==> config.mk <==
export PLATFORM = sky130hd
export DESIGN_NAME = multi_voice_tone_period_calc
export DESIGN_NICKNAME = d
export VERILOG_FILES = /design/src/rtl/mvtpc_pkg.sv /design/src/rtl/mvtpc_lane.sv /design/src/rtl/mvtpc_merge.sv /design/src/rtl/multi_voice_tone_period_calc.sv
export SDC_FILE = /design/constraint.sdc
export NUM_CORES = 2
export LEC_CHECK = 0
export BUFFER_PORTS_ARGS = -buffer_cell sky130_fd_sc_hd__buf_4
export CAP_MARGIN = 10
export CORE_AREA = 2 2 267 269
export DETAILED_ROUTE_END_ITERATION = 12
export DIE_AREA = 0 0 269 271
export HOLD_SLACK_MARGIN = 0.05
export PLACE_DENSITY = 0.75
export SYNTH_ARGS = -nofsm -noshare
export SYNTH_HDL_FRONTEND = slang
export SYNTH_HIERARCHICAL = 1
export SYNTH_SLANG_ARGS = --single-unit
==> constraint.sdc <==
create_clock -name i_clk -period 17.3 [get_ports i_clk]
set_input_delay 0.865 -clock i_clk [delete_from_list [all_inputs] [get_ports i_clk]]
set_output_delay 0.865 -clock i_clk [all_outputs]
set_load 0.01 [all_outputs]
==> src/rtl/mvtpc_pkg.sv <==
// Package for the six-voice tone period calculator.
// Holds field widths, register codes, reset values and the payload structs.
// No dependencies.
package mvtpc_pkg;

    localparam int VOICE_COUNT = 6;

    localparam int CLK_W = 27;
    localparam int F_W   = 16;
    localparam int CMP_W = 15;

    // configuration register indexes
    localparam int CFG_IDX_W = 2;
    localparam logic [CFG_IDX_W-1:0] CFG_CLK_HZ   = 2'd0;
    localparam logic [CFG_IDX_W-1:0] CFG_MIN_FREQ = 2'd1;
    localparam logic [CFG_IDX_W-1:0] CFG_MAX_FREQ = 2'd2;

    localparam logic [CLK_W-1:0] RST_CLK_HZ   = 27'd1000000;
    localparam logic [F_W-1:0]   RST_MIN_FREQ = 16'd27;
    localparam logic [F_W-1:0]   RST_MAX_FREQ = 16'd20000;

    // one quotient bit per step
    localparam int DIV_STEPS = CLK_W;
    localparam int STEP_W    = $clog2(DIV_STEPS);
    localparam logic [STEP_W-1:0] LAST_STEP = STEP_W'(DIV_STEPS - 1);

    typedef struct packed {
        logic           mode;
        logic [F_W-1:0] freq_1;
        logic [F_W-1:0] freq_2;
        logic [F_W-1:0] freq_3;
        logic [F_W-1:0] freq_4;
        logic [F_W-1:0] freq_5;
        logic [F_W-1:0] freq_6;
    } t_in_item;

    typedef struct packed {
        logic [F_W-1:0]   period_1;
        logic [F_W-1:0]   period_2;
        logic [F_W-1:0]   period_3;
        logic [F_W-1:0]   period_4;
        logic [F_W-1:0]   period_5;
        logic [F_W-1:0]   period_6;
        logic [CMP_W-1:0] compare_1;
        logic [CMP_W-1:0] compare_2;
        logic [CMP_W-1:0] compare_3;
        logic [CMP_W-1:0] compare_4;
        logic [CMP_W-1:0] compare_5;
        logic [CMP_W-1:0] compare_6;
    } t_out_item;

    typedef struct packed {
        logic load;
        logic step;
    } t_lane_ctl;

endpackage

==> src/rtl/mvtpc_lane.sv <==
// One voice lane: range check and a bit-serial restoring divider
// computing counter_clock_hz / freq, then the saturated period.
// Depends on mvtpc_pkg.
module mvtpc_lane
    import mvtpc_pkg::*;
(
    input  logic             i_clk,
    input  t_lane_ctl        i_ctl,
    input  logic             i_mode,
    input  logic [F_W-1:0]   i_freq,
    input  logic [CLK_W-1:0] i_clk_hz,
    input  logic [F_W-1:0]   i_min_freq,
    input  logic [F_W-1:0]   i_max_freq,
    output logic             o_sounds,
    output logic [F_W-1:0]   o_period
);

    logic [CLK_W-1:0] r_quo, n_quo;
    logic [F_W-1:0]   r_rem, n_rem;
    logic [F_W-1:0]   r_div;
    logic             r_sounds;

    logic [F_W:0]     w_shift;
    logic [F_W:0]     w_diff;
    logic             w_ge;

    assign w_shift = {r_rem, r_quo[CLK_W-1]};
    assign w_ge    = w_shift >= {1'b0, r_div};
    assign w_diff  = w_shift - {1'b0, r_div};

    always_comb begin
        n_quo = r_quo;
        n_rem = r_rem;
        if (i_ctl.load) begin
            n_quo = i_clk_hz;
            n_rem = '0;
        end else if (i_ctl.step) begin
            n_quo = {r_quo[CLK_W-2:0], w_ge};
            // remainder stays below the divisor, so it fits in F_W bits
            n_rem = w_ge ? w_diff[F_W-1:0] : w_shift[F_W-1:0];
        end
    end

    always_ff @(posedge i_clk) begin
        r_quo <= n_quo;
        r_rem <= n_rem;
        if (i_ctl.load) begin
            r_div    <= i_freq;
            r_sounds <= !i_mode && (i_freq != '0) && (i_freq >= i_min_freq)
                        && (i_freq <= i_max_freq);
        end
    end

    // quotient minus one, clamped at zero and at the 16-bit maximum
    always_comb begin
        priority if (r_quo == '0) begin
            o_period = '0;
        end else if (r_quo > CLK_W'(65536)) begin
            o_period = '1;
        end else begin
            o_period = F_W'(r_quo - CLK_W'(1));
        end
    end

    assign o_sounds = r_sounds;

endmodule

==> src/rtl/mvtpc_merge.sv <==
// Merge stage: keeps the stored voice periods, combines the lane results
// into one output request and holds it in the output register.
// Depends on mvtpc_pkg.
module mvtpc_merge
    import mvtpc_pkg::*;
(
    input  logic                              i_clk,
    input  logic                              i_rst_n,
    input  logic                              i_commit,
    input  logic [VOICE_COUNT-1:0]            i_sounds,
    input  logic [VOICE_COUNT-1:0][F_W-1:0]   i_period,
    output logic                              o_can_take,
    output logic                              o_out_valid,
    input  logic                              i_out_stall,
    output t_out_item                         o_out_item
);

    logic [VOICE_COUNT-1:0][F_W-1:0]   r_store;
    logic [VOICE_COUNT-1:0][F_W-1:0]   r_out_period;
    logic [VOICE_COUNT-1:0][CMP_W-1:0] r_out_compare;
    logic                              r_out_valid;

    assign o_can_take = !r_out_valid || !i_out_stall;

    always_ff @(posedge i_clk) begin
        if (!i_rst_n) begin
            r_store     <= '0;
            r_out_valid <= 1'b0;
        end else begin
            if (i_commit) begin
                r_out_valid <= 1'b1;
                for (int i = 0; i < VOICE_COUNT; i++) begin
                    if (i_sounds[i]) begin
                        r_store[i] <= i_period[i];
                    end
                end
            end else if (!i_out_stall) begin
                r_out_valid <= 1'b0;
            end
        end
    end

    // silent voices keep their stored period and drop the compare to zero
    always_ff @(posedge i_clk) begin
        if (i_commit) begin
            for (int i = 0; i < VOICE_COUNT; i++) begin
                r_out_period[i]  <= i_sounds[i] ? i_period[i] : r_store[i];
                r_out_compare[i] <= i_sounds[i] ? i_period[i][F_W-1:1] : '0;
            end
        end
    end

    assign o_out_valid          = r_out_valid;
    assign o_out_item.period_1  = r_out_period[0];
    assign o_out_item.period_2  = r_out_period[1];
    assign o_out_item.period_3  = r_out_period[2];
    assign o_out_item.period_4  = r_out_period[3];
    assign o_out_item.period_5  = r_out_period[4];
    assign o_out_item.period_6  = r_out_period[5];
    assign o_out_item.compare_1 = r_out_compare[0];
    assign o_out_item.compare_2 = r_out_compare[1];
    assign o_out_item.compare_3 = r_out_compare[2];
    assign o_out_item.compare_4 = r_out_compare[3];
    assign o_out_item.compare_5 = r_out_compare[4];
    assign o_out_item.compare_6 = r_out_compare[5];

endmodule

==> src/rtl/multi_voice_tone_period_calc.sv <==
// Top level of the six-voice tone period calculator: configuration
// registers, step sequencer, six divider lanes and the merge stage.
// Depends on mvtpc_pkg, mvtpc_lane and mvtpc_merge.
//
//  channel | direction | handshake                | payload
//  --------+-----------+--------------------------+--------------------------
//  in      | request   | i_in_valid / o_in_stall  | i_in_item  (t_in_item)
//  out     | result    | o_out_valid / i_out_stall| o_out_item (t_out_item)
//  cfg     | write     | i_cfg_valid / o_cfg_ready| i_cfg_index, i_cfg_data
//
// Each request runs from acceptance to a valid result in this order: the accepting
// edge loads every lane, then 27 divider steps (one quotient bit per cycle in
// every lane, set by the 27-bit counter clock), then one commit into the output
// register, which waits while a stalled result is held. The next request is
// taken in the cycle after the commit. All six lanes divide at once; one request
// is in work at a time. A result waiting under i_out_stall does not block the next
// request; only its commit waits. Reset is synchronous: config returns to its
// reset values and stored periods clear to zero.
module multi_voice_tone_period_calc
    import mvtpc_pkg::*;
(
    input  logic                 i_clk,
    input  logic                 i_rst_n,
    input  logic                 i_in_valid,
    output logic                 o_in_stall,
    input  t_in_item             i_in_item,
    output logic                 o_out_valid,
    input  logic                 i_out_stall,
    output t_out_item            o_out_item,
    input  logic                 i_cfg_valid,
    output logic                 o_cfg_ready,
    input  logic [CFG_IDX_W-1:0] i_cfg_index,
    input  logic [CLK_W-1:0]     i_cfg_data
);

    localparam logic [1:0] ST_IDLE = 2'd0;
    localparam logic [1:0] ST_DIV  = 2'd1;
    localparam logic [1:0] ST_DONE = 2'd2;

    logic [1:0]        r_state, n_state;
    logic [STEP_W-1:0] r_step, n_step;
    logic [CLK_W-1:0]  r_clk_hz;
    logic [F_W-1:0]    r_min_freq;
    logic [F_W-1:0]    r_max_freq;

    logic                            w_accept;
    logic                            w_commit;
    logic                            w_can_take;
    t_lane_ctl                       w_ctl;
    logic [VOICE_COUNT-1:0][F_W-1:0] w_freq;
    logic [VOICE_COUNT-1:0][F_W-1:0] w_period;
    logic [VOICE_COUNT-1:0]          w_sounds;

    assign o_cfg_ready = 1'b1;
    assign o_in_stall  = (r_state != ST_IDLE);
    assign w_accept    = i_in_valid && !o_in_stall;
    assign w_commit    = (r_state == ST_DONE) && w_can_take;

    assign w_ctl.load = w_accept;
    assign w_ctl.step = (r_state == ST_DIV);

    always_ff @(posedge i_clk) begin
        if (!i_rst_n) begin
            r_clk_hz   <= RST_CLK_HZ;
            r_min_freq <= RST_MIN_FREQ;
            r_max_freq <= RST_MAX_FREQ;
        end else if (i_cfg_valid && o_cfg_ready) begin
            unique case (i_cfg_index)
                CFG_CLK_HZ:   r_clk_hz   <= i_cfg_data;
                CFG_MIN_FREQ: r_min_freq <= i_cfg_data[F_W-1:0];
                CFG_MAX_FREQ: r_max_freq <= i_cfg_data[F_W-1:0];
                default: ;
            endcase
        end
    end

    always_comb begin
        n_state = r_state;
        n_step  = r_step;
        unique case (r_state)
            ST_IDLE: begin
                if (w_accept) begin
                    n_state = ST_DIV;
                    n_step  = '0;
                end
            end
            ST_DIV: begin
                n_step = r_step + STEP_W'(1);
                if (r_step == LAST_STEP) begin
                    n_state = ST_DONE;
                end
            end
            ST_DONE: begin
                if (w_commit) begin
                    n_state = ST_IDLE;
                end
            end
            default: n_state = ST_IDLE;
        endcase
    end

    always_ff @(posedge i_clk) begin
        if (!i_rst_n) begin
            r_state <= ST_IDLE;
            r_step  <= '0;
        end else begin
            r_state <= n_state;
            r_step  <= n_step;
        end
    end

    assign w_freq[0] = i_in_item.freq_1;
    assign w_freq[1] = i_in_item.freq_2;
    assign w_freq[2] = i_in_item.freq_3;
    assign w_freq[3] = i_in_item.freq_4;
    assign w_freq[4] = i_in_item.freq_5;
    assign w_freq[5] = i_in_item.freq_6;

    for (genvar g = 0; g < VOICE_COUNT; g++) begin : g_lane
        mvtpc_lane u_lane (
            .i_clk      (i_clk),
            .i_ctl      (w_ctl),
            .i_mode     (i_in_item.mode),
            .i_freq     (w_freq[g]),
            .i_clk_hz   (r_clk_hz),
            .i_min_freq (r_min_freq),
            .i_max_freq (r_max_freq),
            .o_sounds   (w_sounds[g]),
            .o_period   (w_period[g])
        );
    end

    mvtpc_merge u_merge (
        .i_clk       (i_clk),
        .i_rst_n     (i_rst_n),
        .i_commit    (w_commit),
        .i_sounds    (w_sounds),
        .i_period    (w_period),
        .o_can_take  (w_can_take),
        .o_out_valid (o_out_valid),
        .i_out_stall (i_out_stall),
        .o_out_item  (o_out_item)
    );

endmodule

**Word-level counts from Yosys, hierarchy flattened**

Index checks and enable logic that the tools add are counted.

- $add $sub $neg: 13
- Order comparisons: 24
- Equality and inequality tests: 9
- Multiplexer cells: 44
- Reductions and logical operators: 47

Operators with widths:

| operator | count |
|---|---|
| 16-bit 2-to-1 mux | 24 |
| 27-bit 2-to-1 mux | 12 |
| 27-bit by 17-bit > comparator with 1-bit output (second input constant) | 6 |
| 27-bit zero test | 6 |
| 17-bit by 16-bit >= comparator with 1-bit output | 6 |
| 16-bit >= comparator | 6 |
| 16-bit less-or-equal comparator | 6 |
| 16-bit nonzero test | 6 |
| 16-bit by 1-bit subtractor with 16-bit output (second input constant) | 6 |
| 16-bit subtractor | 6 |
| 1-bit logical AND | 20 |
| 5-bit one-hot mux with 2 select lines | 1 |
| 2-bit AND reduction | 4 |
| 2-bit 2-to-1 mux | 3 |
| 2-bit one-hot mux with 3 select lines | 1 |
| 2-bit nonzero test | 3 |
| 5-bit by 1-bit adder with 5-bit output (second input constant) | 1 |
| 5-bit == test (second input constant) | 1 |
| 5-bit 2-to-1 mux | 1 |
| 2-bit by 1-bit == test with 1-bit output (second input constant) | 2 |
| 2-bit == test (second input constant) | 2 |
| 1-bit zero test | 4 |
| 2-bit zero test | 2 |
| 2-bit by 1-bit inequality test with 1-bit output (second input constant) | 2 |
| other kinds (4) | 6 |

- Register bits: 709
- Input port bits: 131

**Depth between registers and ports, before layout**

- Depth after elaboration: 5
- Gate-level depth with buffers: 11
- Mapped depth without buffers: 9

**Hierarchy**

The synthesis kept the hierarchy.

By module, submodules not included:

| module | instances | cells each | area each (sq um) | seq. area each (sq um) |
|---|---|---|---|---|
| mvtpc_lane | 6 | 474 | 4,463.0 | 1,641.6 |
| mvtpc_merge | 1 | 834 | 11,035.6 | 7,527.2 |
| multi_voice_tone_period_calc | 1 | 305 | 2,453.6 | 1,321.3 |

**Worst setup path before layout**

Ideal clock, no wire load.

- Path type: input to register
- Start point: input port i_in_valid
- End point: register g_lane[0].u_lane.r_quo[0] (enable)
- Setup time: 382 ps
- Arrival: 7,120 ps
- Slack: 9,799 ps
- Stages on the path: 5
- Buffers on the path: 1
- Cell sequence: inv_1 nor2_1 nor2_1 clkbuf_1 inv_1

- Longest elaborated chain between the ends: 2

RTL lines:

| element | RTL line | RTL |
|---|---|---|
| from (decl) | multi_voice_tone_period_calc.sv:24 | `input logic i_in_valid,` |
| 1-bit logical AND | multi_voice_tone_period_calc.sv:56 | `assign w_accept = i_in_valid && !o_in_stall;` |
| net w_accept | multi_voice_tone_period_calc.sv:46 | `logic w_accept;` |
| 2-bit nonzero test (no source line) | n/a |  |
| to (signal assigned) | mvtpc_lane.sv:45 | `r_quo <= n_quo;` |
| to (decl) | mvtpc_lane.sv:18 | `logic [CLK_W-1:0] r_quo, n_quo;` |

The timed path passes the listed nets, and every way through them passes these cells.
A chain may end at the register's enable or synchronous reset.

**Worst setup path in the final report**

- Start point: register r_state[0]
- End point: register g_lane[2].u_lane.r_quo[0] (enable)

- Longest elaborated chain between the ends: 4
- Elaborated cells between the ends (all ways): 5
- Those cells by class: eq/ne: 1; reduce/logical: 4

RTL lines:

| element | RTL line | RTL |
|---|---|---|
| from (decl) | multi_voice_tone_period_calc.sv:40 | `logic [1:0] r_state, n_state;` |
| from (signal assigned) | multi_voice_tone_period_calc.sv:107 | `r_state <= n_state;` |
| 2-bit nonzero test | multi_voice_tone_period_calc.sv:55 | `assign o_in_stall = (r_state != ST_IDLE);` |
| 1-bit zero test | multi_voice_tone_period_calc.sv:56 |  |
| 1-bit logical AND | multi_voice_tone_period_calc.sv:56 |  |
| net w_accept | multi_voice_tone_period_calc.sv:46 |  |
| 2-bit nonzero test (no source line) | n/a |  |
| to (signal assigned) | mvtpc_lane.sv:45 |  |
| to (decl) | mvtpc_lane.sv:18 |  |

The timed path passes the listed nets, and every way through them passes these cells.

==> metrics list <==
- In this run, distinct cell masters in the synthesized netlist total 73.
- Post-CTS repair changed the size of 0 cells.
- Slew headroom: 0.228
- Beginning of the critical path: r_state[0]$_SDFFE_PN0P_
* Most common library cell in the layout ignoring fill and taps: sky130_fd_sc_hd__edfxtp_1
* Critical Path Start Type: register
- In this run, the number of DRC markers left after iteration 0 of detailed routing was approximately 2800.
- Total routing resource utilization after global routing: 0.280
- The synthesized design contains between 700 and 800 register bits.
- CP Class: register to register
* Vias after detailed routing: between 30000 and 40000
- Number of placed cells counting well taps: 5095
- In this run the standard cell core region covers 0.0698 mm².
- Buffers placed on the I/O ports in this run total between 300 and 400.
* Via count of the first global-routing pass: approximately 29000
- Number of endpoints with negative hold slack in the final report: 0
- Synth top area cells: sky130_fd_sc_hd__edfxtp_1 (34%), sky130_fd_sc_hd__dfxtp_1 (13%), sky130_fd_sc_hd__ha_1 (9.4%), sky130_fd_sc_hd__mux2_2 (6.7%), sky130_fd_sc_hd__nand2_1 (4.1%)
- Top cell by count, worst path: sky130_fd_sc_hd__buf_4
- The finished cells cover roughly 0.046 mm².
* Count of unresolved DRC violations after routing: 0
* Period minus WS final: between 4 and 5 ns
* Critical path's largest stage delay: 0.93 ns
- Growth of design area from synthesis to finish: 13.4%
- Non-filler instance count after layout: around 5200
- Net count, final: 4671
- RD Place Congestion: ~0.92
* Count of nets left with antenna violations after detail routing: 0
- The clock passes through at most 3 buffers.
- Register area share after synthesis: 0.464
- Layout cell share with drive strength beyond 1: 0.170
- Among all flip-flop cells after synthesis, the most frequent one is sky130_fd_sc_hd__edfxtp_1.
- In this run the horizontal extent of the chip is roughly 270 µm.
* Worst Setup Slack, final: 12.80 ns
* Worst-case register-to-register setup slack: roughly 13 ns
- RSZ-0062 raised after global routing: no
* Power per cell area: about 100 mW/mm²
* Average vias per placed instance: roughly 6.0
- Endpoint required time on the critical path: about 18 ns
- Total grt overflow: 0
- Final Slew Violations: 0
- At the later pin of the worst-skew pair, clock insertion delay measures between 0.6 and 0.7 ns.
- The first detailed-routing pass ran for 6 iterations.
- Max frequency: approximately 220 MHz
* Clock tree sinks: between 700 and 800
- For this design, the CTS-stage hold fixing added 0 buffers.
- Number of antenna violations at the first check in global routing: 4
* Fraction of post-synthesis cell area in the top cell type by area: 0.336
- R2R depth: 7
- Summed over all failing endpoints, the final setup total negative slack is 0 ns.
- The worst hold path belongs to the class register to register.
* Initial Util: 0.577
- On the final layout, the worst clock skew is 0.0333 ns.
* Count of synthesis-stage warnings from yosys: 6
* Outcome: completed
- The biggest area contributor in the post-synthesis netlist is sky130_fd_sc_hd__edfxtp_1.
- Critical-path maximum fanout: 70
- IO Count: 320
- The first global-routing pass estimated 161000 µm of wire.
* Buffer count from post-CTS setup fixing: 0
* Worst vdd ir: between 0.06 and 0.07 mV
- For this design the static power due to leakage is 17.7 nW.
- Kind of capture point of the worst setup path: register
* Number of enable-type register cells in the synthesized netlist: 450
* Data arrival, critical path: 4.73 ns
* Share of the clock period used by the worst path: 0.260
- WL final: 104000 µm
- The startpoint identified for the worst register-to-register timing path is r_state[0]$_SDFFE_PN0P_.
- In the layout the commonest cells are sky130_fd_sc_hd__edfxtp_1 (450), sky130_fd_sc_hd__nand2_1 (442), sky130_fd_sc_hd__inv_1 (346), sky130_fd_sc_hd__buf_4 (336), sky130_fd_sc_hd__ha_1 (302).
- Die ar.: about 0.073 mm²
* Worst setup path endpoint: g_lane[2].u_lane/r_quo[0]$_DFFE_PP_
* CTS tree: built
- In this run the cell area of the synthesized design comes to roughly 0.04 mm².
* HPWL Detailed: between 70000 and 80000 µm
* Height of the die: around 270 µm
- Synthesis produced a netlist with a net count of about 4400.
- Maximum level of the CTS H-tree: 3
- Slowest cell on crit path: sky130_fd_sc_hd__inv_1
- The number of clock buffers added by TritonCTS is 75.
* FFs w/ async S/R, synth: 0
* Average wire length per cell after detail routing: 19.9 µm
- Reg clk slew, reported paths: approximately 0.06 ns
- Entering global routing, the biggest net connects 180 pins.
- Synthesis produced a netlist whose cell count is around 4000.
- Max-cap violations in this run came to 0.
- The floorplan has 97 rows.
* Minimum setup slack after placement: around 12 ns
- The tightest hold path in the finished design has a slack of roughly 0.44 ns.
- List of cells traversed by the critical path: or2_2 > nor2_4 > buf_4 > buf_4 > buf_4 > nor2_1 > inv_1
- At the pin with the least slew margin, the transition time is 1.16 ns.
- Setup violations remaining at the end of the flow were counted as 0.
- In this run the critical register-to-register path is captured at g_lane[2].u_lane/r_quo[0]$_DFFE_PP_.
- Buffer type at the clock tree root: sky130_fd_sc_hd__clkbuf_16
* Cell area reported after detailed placement: 0.0431 mm²
- Synthesized area per cell: between 10 and 15 µm²
## cell families after synthesis
| logic type | share of synthesized area |
|---|---|
| other | 0.0000931 |
| XOR/XNOR | 0.0261 |
| AND/OR/NAND/NOR | 0.149 |
| adder cells (fa/ha/maj) | 0.0968 |
| AO/OA/AOI/OAI | 0.135 |
| multiplexers | 0.0733 |
| flip-flops | 0.464 |
| buffers and inverters | 0.0550 |
## worst min-delay path by stage
stage | start | endpoint | cells past startpoint
after floorplan | u_merge/r_store[0]$_SDFFE_PN0P_ | u_merge/r_store[0]$_SDFFE_PN0P_ | 2
after global placement | u_merge/r_store[16]$_SDFFE_PN0P_ | u_merge/r_store[16]$_SDFFE_PN0P_ | 2
after detailed placement | u_merge/r_store[33]$_SDFFE_PN0P_ | u_merge/r_store[33]$_SDFFE_PN0P_ | 2
after CTS | i_in_item[41] | g_lane[3].u_lane/r_div[9]$_DFFE_PP_ | 1
after global routing | i_cfg_data[19] | r_clk_hz[19]$_SDFFE_PN1P_ | 3
final | u_merge/r_store[34]$_SDFFE_PN0P_ | u_merge/r_store[34]$_SDFFE_PN0P_ | 2
## worst max-delay path, delay by kind of cell, from the launching register on
| kind | cells | cell delay [ns] |
|---|---|---|
| buf+inv | 4 | 2.79 |
| simple gates | 3 | 0.82 |
| flops | 1 | 0.38 |
## power by group
group          switching (mW)  internal (mW)
Combinational           0.472          0.343
Sequential              0.123           1.98
Clock                   0.692          0.956
## per-layer routing
layer,up-vias,share of wire,track usage
met4,0,0.035,0.109
met1,14999,0.43,0.392
met2,1178,0.46,0.435
met5,-,0,0
li1,15036,-,-
met3,202,0.078,0.0468
## cell type report
| type | count | area [µm²] |
|---|---|---|
| Antenna cell | 4 | 10.0 |
| Multi-Input combinational cell | 2761 | 19400 |
| Sequential cell | 709 | 18700 |
| Tap cell | 940 | 1180 |
| Timing Repair Buffer | 338 | 2550 |
| Fill cell | 5607 | 24100 |
| Inverter | 347 | 1300 |
| Clock buffer | 103 | 2100 |
| Clock inverter | 36 | 443 |
## flip-flops by register name (all words and copies together), names as in the netlist
signal and flops:
u_merge/o_out_valid 1, u_merge/r_store 96, g_lane.u_lane/r_quo 162, g_lane.u_lane/r_rem 96
r_clk_hz 27, g_lane.u_lane/o_sounds 6, r_step 5, g_lane.u_lane/r_div 96
r_min_freq 16, r_state 2, r_max_freq 16, u_merge/o_out_item 186
## synth_stat cells (7+ instances only)
cell type,count
sky130_fd_sc_hd__o31ai_1,13
sky130_fd_sc_hd__nor4_1,54
sky130_fd_sc_hd__o21a_1,19
sky130_fd_sc_hd__mux2i_1,25
sky130_fd_sc_hd__nor2_1,207
sky130_fd_sc_hd__a311oi_1,36
sky130_fd_sc_hd__o211ai_1,24
sky130_fd_sc_hd__nor3_1,24
sky130_fd_sc_hd__o21ai_1,131
sky130_fd_sc_hd__buf_1,7
sky130_fd_sc_hd__a22o_1,12
sky130_fd_sc_hd__nand3_1,86
sky130_fd_sc_hd__nand2_1,442
sky130_fd_sc_hd__nand2b_1,37
sky130_fd_sc_hd__a21o_1,48
sky130_fd_sc_hd__nand3b_1,14
sky130_fd_sc_hd__xor2_1,54
sky130_fd_sc_hd__nor2b_1,25
sky130_fd_sc_hd__o311ai_1,18
sky130_fd_sc_hd__buf_4,17
sky130_fd_sc_hd__mux2_2,240
sky130_fd_sc_hd__nand4_1,144
sky130_fd_sc_hd__o41ai_1,12
sky130_fd_sc_hd__and2_1,90
sky130_fd_sc_hd__clkbuf_1,59
sky130_fd_sc_hd__ha_1,302
sky130_fd_sc_hd__buf_6,10
sky130_fd_sc_hd__or3_1,38
sky130_fd_sc_hd__buf_2,61
sky130_fd_sc_hd__inv_1,347
sky130_fd_sc_hd__a31oi_1,32
sky130_fd_sc_hd__a211o_1,12
sky130_fd_sc_hd__edfxtp_1,450
sky130_fd_sc_hd__a22oi_1,12
sky130_fd_sc_hd__dfxtp_1,259
sky130_fd_sc_hd__a211oi_1,24
sky130_fd_sc_hd__xnor2_1,66
sky130_fd_sc_hd__a221oi_1,12
sky130_fd_sc_hd__o21ai_0,91
sky130_fd_sc_hd__a32oi_1,12
sky130_fd_sc_hd__a21oi_1,279
## through the flow
step / power, mW / util
detailed placement: 2.93 / 0.618
global placement: 2.91 / 0.618
floorplan: 2.69 / -
CTS: 4.58 / 0.654
finish: 4.57 / 0.654
global route: 4.76 / 0.654
No activity file was read; power rests on OpenSTA's default activity.
